==> src/rtl/stha_pkg.sv <==
// Shared types, mode codes and helpers of the staged temperature hold controller.
package stha_pkg;

	localparam logic [1:0] MODE_NONE = 2'd0;
	localparam logic [1:0] MODE_HEAT = 2'd1;
	localparam logic [1:0] MODE_HOLD = 2'd2;
	localparam logic [1:0] MODE_COOL = 2'd3;

	localparam logic KIND_TICK  = 1'b0;
	localparam logic KIND_WRITE = 1'b1;

	localparam int IN_DATA_W  = 80;
	localparam int OUT_DATA_W = 72;

	typedef struct packed {
		logic [1:0] level;
		logic       pump;
		logic [1:0] mode;
	} band_t;

	typedef struct packed {
		logic [7:0]  aim;
		logic [3:0]  active_step;
		logic [15:0] hold_seconds;
		logic [15:0] heat_seconds;
		logic [15:0] cool_seconds;
		logic        step_done;
		logic        program_done;
	} step_view_t;

	// saturating add of an elapsed time to a 16-bit counter
	function automatic logic [15:0] sat_add(input logic [15:0] c, input logic [31:0] d);
		logic [32:0] sum;
		sum = 33'(c) + 33'(d);
		return (sum >= 33'd65535) ? 16'hFFFF : sum[15:0];
	endfunction

endpackage

==> src/rtl/stha_band.sv <==
// Temperature band classifier: heater level, pump and timing mode around the aim.
module stha_band #(
	parameter int TEMP_FRACTION_BITS = 4
) (
	input  logic [7:0]         aim,
	input  logic signed [11:0] temperature,
	output stha_pkg::band_t    band
);

	localparam int WW = 8 + TEMP_FRACTION_BITS + 5;

	logic signed [WW-1:0] t, a, sc, lo3, lo2, lo1, hi1;

	always_comb begin
		t   = WW'(temperature);
		a   = $signed(WW'(aim) << TEMP_FRACTION_BITS);
		sc  = $signed(WW'(1) << TEMP_FRACTION_BITS);
		lo3 = a - sc - sc - sc;
		lo2 = a - sc - sc;
		lo1 = a - sc;
		hi1 = a + sc;
		if (t < lo3) begin
			band = '{level: 2'd3, pump: 1'b1, mode: stha_pkg::MODE_HEAT};
		end else if (t < lo2) begin
			band = '{level: 2'd2, pump: 1'b1, mode: stha_pkg::MODE_HEAT};
		end else if (t < lo1) begin
			band = '{level: 2'd1, pump: 1'b1, mode: stha_pkg::MODE_HEAT};
		end else if (t < a) begin
			band = '{level: 2'd1, pump: 1'b1, mode: stha_pkg::MODE_HOLD};
		end else if (t <= hi1) begin
			band = '{level: 2'd0, pump: 1'b0, mode: stha_pkg::MODE_HOLD};
		end else begin
			band = '{level: 2'd0, pump: 1'b1, mode: stha_pkg::MODE_COOL};
		end
	end

endmodule

==> src/rtl/stha_steps.sv <==
// Step table, per-step counters, step selection and time charging.
module stha_steps #(
	parameter int STEP_COUNT = 16
) (
	input  logic                 clk,
	input  logic                 arst_n,
	input  logic                 do_tick,
	input  logic                 do_write,
	input  logic [31:0]          now_seconds,
	input  logic [3:0]           step_index,
	input  logic [7:0]           step_target,
	input  logic [15:0]          step_duration,
	input  logic                 step_enabled,
	input  logic [1:0]           new_mode,
	output stha_pkg::step_view_t view
);

	localparam int IDX_W = (STEP_COUNT > 1) ? $clog2(STEP_COUNT) : 1;

	logic [7:0]  target_q   [STEP_COUNT];
	logic [15:0] duration_q [STEP_COUNT];
	logic [15:0] hold_q     [STEP_COUNT];
	logic [15:0] heat_q     [STEP_COUNT];
	logic [15:0] cool_q     [STEP_COUNT];
	logic [STEP_COUNT-1:0] enabled_q, completed_q;
	logic [IDX_W-1:0] served_q;
	logic [1:0]       mode_q;
	logic [31:0]      start_q;

	logic [STEP_COUNT-1:0] pending;
	logic [IDX_W-1:0]      first, sel, widx;
	logic                  found, wr_ok;
	logic [31:0]           elapsed;
	logic [15:0]           hold_n, heat_n, cool_n;
	logic                  done_n;

	always_comb begin
		pending = enabled_q & ~completed_q;
		found   = |pending;
		first   = '0;
		// lowest pending step wins
		for (int i = STEP_COUNT - 1; i >= 0; i--) begin
			if (pending[i]) begin
				first = IDX_W'(i);
			end
		end
		sel     = found ? first : served_q;
		elapsed = now_seconds - start_q;
		hold_n  = hold_q[sel];
		heat_n  = heat_q[sel];
		cool_n  = cool_q[sel];
		done_n  = completed_q[sel];
		case (mode_q)
			stha_pkg::MODE_HEAT: heat_n = stha_pkg::sat_add(heat_q[sel], elapsed);
			stha_pkg::MODE_COOL: cool_n = stha_pkg::sat_add(cool_q[sel], elapsed);
			stha_pkg::MODE_HOLD: begin
				hold_n = stha_pkg::sat_add(hold_q[sel], elapsed);
				done_n = hold_n > duration_q[sel];
			end
			default: ;
		endcase
		view.aim          = found ? target_q[first] : 8'd0;
		view.active_step  = 4'(sel);
		view.hold_seconds = hold_n;
		view.heat_seconds = heat_n;
		view.cool_seconds = cool_n;
		view.step_done    = done_n;
		view.program_done = !found;
		wr_ok = 32'(step_index) < STEP_COUNT;
		widx  = IDX_W'(step_index);
	end

	always_ff @(posedge clk or negedge arst_n) begin
		if (!arst_n) begin
			for (int i = 0; i < STEP_COUNT; i++) begin
				target_q[i]   <= '0;
				duration_q[i] <= '0;
				hold_q[i]     <= '0;
				heat_q[i]     <= '0;
				cool_q[i]     <= '0;
			end
			enabled_q   <= '0;
			completed_q <= '0;
			served_q    <= '0;
			mode_q      <= stha_pkg::MODE_NONE;
			start_q     <= '0;
		end else if (do_write) begin
			if (wr_ok) begin
				target_q[widx]    <= step_target;
				duration_q[widx]  <= step_duration;
				enabled_q[widx]   <= step_enabled;
				completed_q[widx] <= 1'b0;
				hold_q[widx]      <= '0;
				heat_q[widx]      <= '0;
				cool_q[widx]      <= '0;
			end
		end else if (do_tick) begin
			served_q         <= sel;
			hold_q[sel]      <= hold_n;
			heat_q[sel]      <= heat_n;
			cool_q[sel]      <= cool_n;
			completed_q[sel] <= done_n;
			mode_q           <= new_mode;
			start_q          <= now_seconds;
		end
	end

endmodule

==> src/rtl/staged_temperature_hold_controller_core.sv <==
// Top level of the staged temperature hold controller: stream ports and beat registers.
// A tick passes the input beat and result registers to m_tvalid; a write gives no result.
// Throughput: one beat per cycle while no tick stalls, ticks and table writes alike.
// The cycle is set by one priority encode over the steps, a 33-bit charge add and compare.
// A tick held behind an unread result stalls the input, so s_tready then follows m_tready.
// Reset (arst_n low, asynchronous) clears the step table, counters, flags and mode at once.
module staged_temperature_hold_controller_core #(
	parameter int STEP_COUNT         = 16,
	parameter int TEMP_FRACTION_BITS = 4
) (
	input  logic                            clk,
	input  logic                            arst_n,
	input  logic                            s_tvalid,
	output logic                            s_tready,
	// now_seconds[31:0], temperature[43:32], step_index[47:44], step_target[55:48],
	// step_duration[71:56], step_enabled[72], zero fill [79:73]
	input  logic [stha_pkg::IN_DATA_W-1:0]  s_tdata,
	// kind[0]
	input  logic                            s_tuser,
	output logic                            m_tvalid,
	input  logic                            m_tready,
	// heater_level[1:0], pump_on[2], timing_mode[4:3], aim_temp[12:5], active_step[16:13],
	// hold_seconds[32:17], heat_seconds[48:33], cool_seconds[64:49], step_done[65],
	// program_done[66], zero fill [71:67]
	output logic [stha_pkg::OUT_DATA_W-1:0] m_tdata
);

	// input beat register
	logic                           valid_s1;
	logic                           kind_s1;
	logic [stha_pkg::IN_DATA_W-1:0] data_s1;

	// result register
	logic                            valid_s2;
	logic [stha_pkg::OUT_DATA_W-1:0] data_s2;

	logic advance, adv_tick, adv_write;
	stha_pkg::band_t      band;
	stha_pkg::step_view_t view;

	// advance the held beat: writes always go, ticks need room in the result register
	assign advance   = valid_s1 && (kind_s1 == stha_pkg::KIND_WRITE || !valid_s2 || m_tready);
	assign adv_tick  = advance && kind_s1 == stha_pkg::KIND_TICK;
	assign adv_write = advance && kind_s1 == stha_pkg::KIND_WRITE;
	assign s_tready  = !valid_s1 || advance;

	always_ff @(posedge clk or negedge arst_n) begin
		if (!arst_n) begin
			valid_s1 <= 1'b0;
		end else if (s_tready) begin
			valid_s1 <= s_tvalid;
		end
	end

	always_ff @(posedge clk) begin
		if (s_tvalid && s_tready) begin
			kind_s1 <= s_tuser;
			data_s1 <= s_tdata;
		end
	end

	stha_steps #(
		.STEP_COUNT(STEP_COUNT)
	) u_steps (
		.clk          (clk),
		.arst_n       (arst_n),
		.do_tick      (adv_tick),
		.do_write     (adv_write),
		.now_seconds  (data_s1[31:0]),
		.step_index   (data_s1[47:44]),
		.step_target  (data_s1[55:48]),
		.step_duration(data_s1[71:56]),
		.step_enabled (data_s1[72]),
		.new_mode     (band.mode),
		.view         (view)
	);

	// bands are placed around the aim chosen before this tick's charge
	stha_band #(
		.TEMP_FRACTION_BITS(TEMP_FRACTION_BITS)
	) u_band (
		.aim        (view.aim),
		.temperature($signed(data_s1[43:32])),
		.band       (band)
	);

	always_ff @(posedge clk or negedge arst_n) begin
		if (!arst_n) begin
			valid_s2 <= 1'b0;
		end else if (adv_tick) begin
			valid_s2 <= 1'b1;
		end else if (m_tready) begin
			valid_s2 <= 1'b0;
		end
	end

	// hold the result until it is taken
	always_ff @(posedge clk) begin
		if (adv_tick) begin
			data_s2 <= {5'd0, view.program_done, view.step_done, view.cool_seconds,
				view.heat_seconds, view.hold_seconds, view.active_step, view.aim,
				band.mode, band.pump, band.level};
		end
	end

	assign m_tvalid = valid_s2;
	assign m_tdata  = data_s2;

`ifndef SYNTHESIS
	// a result beat only appears after a tick left the input register
	a_result_from_tick: assert property (@(posedge clk) disable iff (!arst_n)
		$rose(m_tvalid) |-> $past(adv_tick))
		else $error("result beat without a tick");

	// a finished program always aims at zero
	a_done_aim_zero: assert property (@(posedge clk) disable iff (!arst_n)
		m_tvalid && m_tdata[66] |-> m_tdata[12:5] == 8'd0)
		else $error("program done with nonzero aim");

	// a tick blocked by a stalled result blocks the input side
	a_tick_backpressure: assert property (@(posedge clk) disable iff (!arst_n)
		valid_s1 && kind_s1 == stha_pkg::KIND_TICK && m_tvalid && !m_tready |-> !s_tready)
		else $error("input taken while tick is stalled");
`endif

endmodule
==> config.mk <==
export PLATFORM = sky130hd
export DESIGN_NAME = staged_temperature_hold_controller_core
export DESIGN_NICKNAME = d
export VERILOG_FILES = /design/src/rtl/stha_pkg.sv /design/src/rtl/stha_band.sv /design/src/rtl/stha_steps.sv /design/src/rtl/staged_temperature_hold_controller_core.sv
export SDC_FILE = /design/constraint.sdc
export NUM_CORES = 2
export LEC_CHECK = 0
export ABC_AREA = 1
export BUFFER_PORTS_ARGS = -buffer_cell sky130_fd_sc_hd__buf_2
export CAP_MARGIN = 25
export CORE_ASPECT_RATIO = 1.25
export CORE_UTILIZATION = 55
export CTS_CLUSTER_SIZE = 10
export DETAILED_ROUTE_END_ITERATION = 10
export PLACE_DENSITY = 0.76
export SLEW_MARGIN = 20
export SYNTH_ARGS = -nofsm -noshare
export SYNTH_HDL_FRONTEND = slang
export SYNTH_HIERARCHICAL = 1
export SYNTH_SLANG_ARGS = --single-unit
==> constraint.sdc <==
create_clock -name clk -period 10.9 [get_ports clk]
set_input_delay 2.18 -clock clk [delete_from_list [all_inputs] [get_ports clk]]
set_output_delay 2.18 -clock clk [all_outputs]
set_load 0.02 [all_outputs]
# Word level (Yosys, flattened, before mapping)
# Index checks and enable logic that the tools add are counted.
[classes]
bitwise_logic = 13
mul = 0
n_addsub = 8
order_cmp = 18
shifts = 0
n_eq_ne = 3
muxes = 74
n_reduce_logical = 20
div = 0
[ops]
columns = ["op", "count"]
rows = [
  ["2-to-1 mux 256 bit", 6],
  ["bitwise mux 256 bit", 4],
  ["AND 256 bit", 3],
  ["2-to-1 mux 16 bit", 18],
  ["binary-select mux 16 bit (select 4 bit)", 4],
  ["NOT 256 bit", 1],
  ["bitwise mux 128 bit", 1],
  ["demux 16 bit (select 4 bit)", 2],
  ["adder 16 x 32 -> 33 bit", 3],
  ["greater-or-equal comparator 33 x 16 -> 1 bit, second input constant", 3],
  ["2-to-1 mux 4 bit", 18],
  ["< comparator 12 x 17 -> 1 bit", 2],
  ["AND 16 bit", 2],
  ["binary-select mux 8 bit (select 4 bit)", 1],
  ["bitwise mux 16 bit", 2],
  ["demux 8 bit (select 4 bit)", 1],
  ["2-to-1 mux 8 bit", 4],
  ["NOT 16 bit", 2],
  ["subtractor 32 bit", 1],
  ["< comparator 12 x 13 -> 1 bit", 2],
  ["subtractor 17 x 6 -> 17 bit, second input constant", 1],
  ["> comparator 16 bit", 1],
  ["OR reduction 16 bit", 1],
  ["greater-or-equal comparator 5 bit, second input constant", 3],
  ["other kinds (24)", 50],
]
[word_totals]
out_inout_bits = 74
latch_bits = 0
mem_bits_ro = 0
elab_cells = 229
reg_bits = 1365
inputBits = 85
mem_count = 0
ram_bits = 0

# Logic depth before layout (Yosys ltp)
[depth]
depth_word = 31
mapped_depth = 66
ltp_nobuf = 60

# Modules after synthesis
# Netlist, hierarchy kept.
[by_module_without_submodules]
columns = ["module", "cells_each", "seq_area_each_um2", "instances", "area_per_inst_um2"]
rows = [
  ["stha_steps", 9598, 30579.3, 1, 68360.6],
  ["staged_temperature_hold_controller_core", 164, 4284.1, 1, 4393.0],
  ["stha_band", 277, 0.0, 1, 1710.4],
]

# Worst setup path before layout
# OpenSTA, ideal clock, no wires.
[synth_timing]
kind = "register -> register"
startpoint = "reg u_steps.completed_q[14]"
endpoint = "reg data_s2 (netlist bit m_tdata[65]) (data pin)"
path_slack_ns = 4.214
setup_time_ns = 0.251
stages_incl_launch_ff = 55
required_ns = 10.649
synth_period_minus_slack_ns = 6.686
n_path_buf = 6
arrival_ns = 6.434
path_cell_list = "dfrtp_1 inv_1 nand2_1 o21ai_1 a31oi_1 nor2_1 nor2_1 o21bai_1 nand3_1 inv_1 nor2_1 inv_2 buf_2 buf_2 buf_1 nand2_1 nand2_1 nand2_1 [19 not listed] nor2_8 nand2_4 inv_4 buf_12 buf_2 nand2_1 ha_1 nand2_1 inv_1 a221oi_1 o221ai_1 nand2_1 o2111ai_1 nand2_1 nand2_1 nand2_1 inv_1 buf_4"
[synth_via]
elab_chain_cells = 27
elab_cells_between_ends = 33
cone_classes = "1 x add/sub; 2 x order compare; 26 x mux; 3 x bitwise; 1 x reduce/logical"
[synth_rtl]
columns = ["element", "line", "text"]
rows = [
  ["start: declaration", "stha_steps.sv:25", "logic [STEP_COUNT-1:0] enabled_q, completed_q;"],
  ["start signal: indexed assignment", "stha_steps.sv:102", "completed_q[sel] <= done_n;"],
  ["NOT 16 bit", "stha_steps.sv:38", "pending = enabled_q & ~completed_q;"],
  ["AND 16 bit", "stha_steps.sv:38", ""],
  ["2-to-1 mux 4 bit (15 in a row)", "stha_steps.sv:43", "if (pending[i]) begin"],
  ["2-to-1 mux 4 bit", "stha_steps.sv:47", "sel = found ? first : served_q;"],
  ["NOT 4 -> 5 bit (implied by the code)", "stha_steps.sv:57, stha_steps.sv:58", ""],
  ["binary-select mux 16 bit (select 4 bit)", "stha_steps.sv:57", "hold_n = stha_pkg::sat_add(hold_q[sel], elapsed);"],
  ["2-to-1 mux 16 bit (implied by the code) (2 in a row)", "stha_steps.sv:57", ""],
  ["adder 16 x 32 -> 33 bit", "stha_pkg.sv:34", "sum = 33'(c) + 33'(d);"],
  ["greater-or-equal comparator 33 x 16 -> 1 bit", "stha_pkg.sv:35", "return (sum >= 33'd65535) ? 16'hFFFF : sum[15:0];"],
  ["2-to-1 mux 16 bit", "stha_pkg.sv:35", ""],
  ["> comparator 16 bit", "stha_steps.sv:58", "done_n = hold_n > duration_q[sel];"],
  ["2-to-1 mux 1 bit (*)", "stha_steps.sv:53", "case (mode_q)"],
  ["named net u_steps.done_n", "stha_steps.sv:35", "logic done_n;"],
  ["end signal: assignment", "staged_temperature_hold_controller_core.sv:100", "data_s2 <= {5'd0, view.program_done, view.step_done, view.cool_seconds,"],
  ["end: declaration", "staged_temperature_hold_controller_core.sv:35", "logic [stha_pkg::OUT_DATA_W-1:0] data_s2;"],
]
# The timed path passes the listed nets; every way through them passes the cells marked *. The select of a mux whose other input is x is not followed.
# A chain may end at the register's enable or synchronous reset.

==> out/results.tsv <==
metric	value	unit
core box area	134000	um^2
critical path's slowest cell	buf_4	
H-tree depth	4	
hold_sp	data_s1[3]	
TritonCTS clock tree	built	
Hold Buf Count CTS	0	
I/O pins	159	
Hold Crit Class	reg -> reg	
Final Cycle Share	0.885	
first-pass GRT wire length	404000	um
layout cells sized above 1	0.0757	
Worst-path clk slew	0.06	ns
kind of critical path	reg -> reg	
largest cells by area after synthesis	dfrtp_1 41%, nand2_1 18%, nand3_1 7.2%, edfxtp_1 5.7%, nor2_1 4.5%	
peak supply drop	0.279	mV
initial drt markers	9644	
maximum clock path buffer count	3	
DRC	0	
number of synthesized flops with an enable pin	141	
synthesized cell area	74500	um^2
Final Non-Filler Cells	11776	
WL/cell	22.7	um
sequential area share after synthesis	0.468	
area leader, netlist	dfrtp_1	
vias in the first global route	68091	
Synth Register Bits	1365	
PwrDens	257	nW/um^2
die height	413	um
CTS Buf Count	159	
Final Setup Violations	0	
Final ANT Viol Nets	0	
initial antenna violation count	9	
setup bufs post-CTS	0	
Placer Congestion	0.972	
Min-Delay Endpoint	u_steps/start_q[3]	
FF-to-FF End	m_tdata[65]	
Final Critical Period	9.65	ns
Max Transition Viols Final	0	
Mapped Avg Cell Area	7.42	um^2
met3 WL	32500	um
post-synth top area share	0.411	
crit path max fanout	86	
Worst-Margin Slew	1.18	ns
most used cell, CP	nand2_1	
crit-path max cell delay	0.97	ns
GRT overflow	0	
initial core utilization	0.556	
crit path setup slack, layout	1.25	ns
final hold violations	0	
Top Metal Used	met5	
Rows	150	
Vias	71855	
final-stage net count	10170	
RSZ-0062 raised after global routing	no	
maxcap violations	0	
routed wl met2	117000	um
Hold Path Depth	2	
most numerous cell in the Yosys netlist	nand2_1	
Netlist cell types	62	
Pleak	39.6	nW
Filler cells	12032	
area used by multi-input combinational logic	35300	um^2
Post-Syn Instances	10039	
Yosys Warn Count	6	
setup TNS	0	ns
first-pass iteration count of the detailed router	8	
Chip Width	331	um
fmax	104	MHz
placed insts	11520	
clock sink total	1365	
CP Launch Type	flop	
largest net degree at the start of global routing	177	
Clock Tree Root	clkbuf_16	
share of synthesized registers carrying an async set or reset	0.897	
clk_skew	0.0510	ns
FF-to-FF setup slack	1.25	ns
Worst slew margin	0.213	
critical path arrival	10.24	ns
Worst Reg-to-Reg Cells	48	
WL met1	98000	um
Reg area	34900	um^2
area grow syn2layout	9.61	%
port bufs	146	
worst slack at placement	1.57	ns
Total GRT Usage	0.390	
Worst-Skew Late Latency	0.84	ns
post-cts resize count	0	
hold slack	0.472	ns
die area	137000	um^2
Required @ worst endpoint	11.49	ns
endpoint class of the critical path	flop	
run status	finished, final reports clean	
final WL	267000	um
synth cell count leaders	3,543 x nand2_1, 1,224 x dfrtp_1, 1,068 x nand3_1, 893 x nor2_1, 648 x o21ai_0	
Vias/cell	6.10	
FF-to-FF Start	u_steps/completed_q[0]	
Main synth FF type	dfrtp_1	
DP HPWL	163000	um
==> logic make-up after synthesis <==
kind of cell	Yosys count	share of synthesized area
compound gates	1526	0.109
xor+xnor	72	0.00948
fa+ha+maj	143	0.0244
buf+inv	1157	0.0630
flops	1365	0.468
other cells	1	0.0000504
simple gates	5775	0.325
==> area by class of cell <==
class                      instances  area share
tap                             1748      0.0268
inverter                         585      0.0270
multi-input combinational       7521       0.433
clock buffer                     214      0.0525
antenna                           11    0.000337
sequential                      1365       0.427
clock inverter                    22     0.00420
timing repair buffer             310      0.0289
==> metrics by stage <==
stage               cell area (um^2)  utilization  power (mW)
CTS                            81400        0.608        20.7
finish                         81600        0.609        21.0
global placement               76500        0.571        15.5
global route                   81600        0.609        22.0
detailed placement             76800        0.573        15.7
floorplan                      74500            -        12.5
==> worst max path at each step <==
stage	start	end	slack (ns)	cells after the start
after detailed placement	u_steps/completed_q[0]	m_tdata[65]	1.57	48
final	u_steps/completed_q[0]	m_tdata[65]	1.25	48
after global routing	u_steps/completed_q[14]	m_tdata[38]	0.90	53
after floorplan	u_steps/completed_q[14]	m_tdata[65]	4.21	54
after CTS	u_steps/completed_q[0]	m_tdata[65]	1.53	48
after global placement	u_steps/completed_q[0]	m_tdata[65]	1.61	48
==> where the power goes <==
part | internal, mW | switching (mW)
Sequential | 5.89 | 0.351
Combinational | 2.52 | 7.28
Clock | 2.79 | 2.16
==> worst max-delay path: cells and delay by family (launching register included) <==
kind / cells / cell delay [ns]
and+or+nand+nor: 33 / 4.57
DFF: 1 / 0.38
adders and majority gates: 3 / 1.02
buffers and inverters: 8 / 2.47
AOI/OAI and AO/OA: 3 / 0.53
xor gates and xnor gates: 1 / 0.25
==> per-layer routing <==
metal / vias up / global-route usage
li1: 32317 / -
met1: 33808 / 0.493
met2: 4597 / 0.592
met3: 1125 / 0.0983
met4: 8 / 0.255
met5: - / 0.00143
==> state kept, by name, indices dropped and copies added (netlist names) <==
signal	flops
data_s1	73
kind_s1	1
m_tdata	67
m_tvalid	1
u_steps/completed_q	16
u_steps/cool_q	256
u_steps/duration_q	256
u_steps/enabled_q	16
u_steps/heat_q	256
u_steps/hold_q	256
u_steps/mode_q	2
u_steps/served_q	4
u_steps/start_q	32
u_steps/target_q	128
valid_s1	1
==> cells in the final DEF (no fill, tap or decap), types with 139 or more instances in the layout <==
cell type	count
a21oi_1	534
buf_2	145
clkbuf_16	161
dfrtp_1	1224
edfxtp_1	141
ha_1	139
inv_1	546
nand2_1	3526
nand3_1	1068
nor2_1	873
o21ai_0	646
Power figures use the tool's default switching activity.
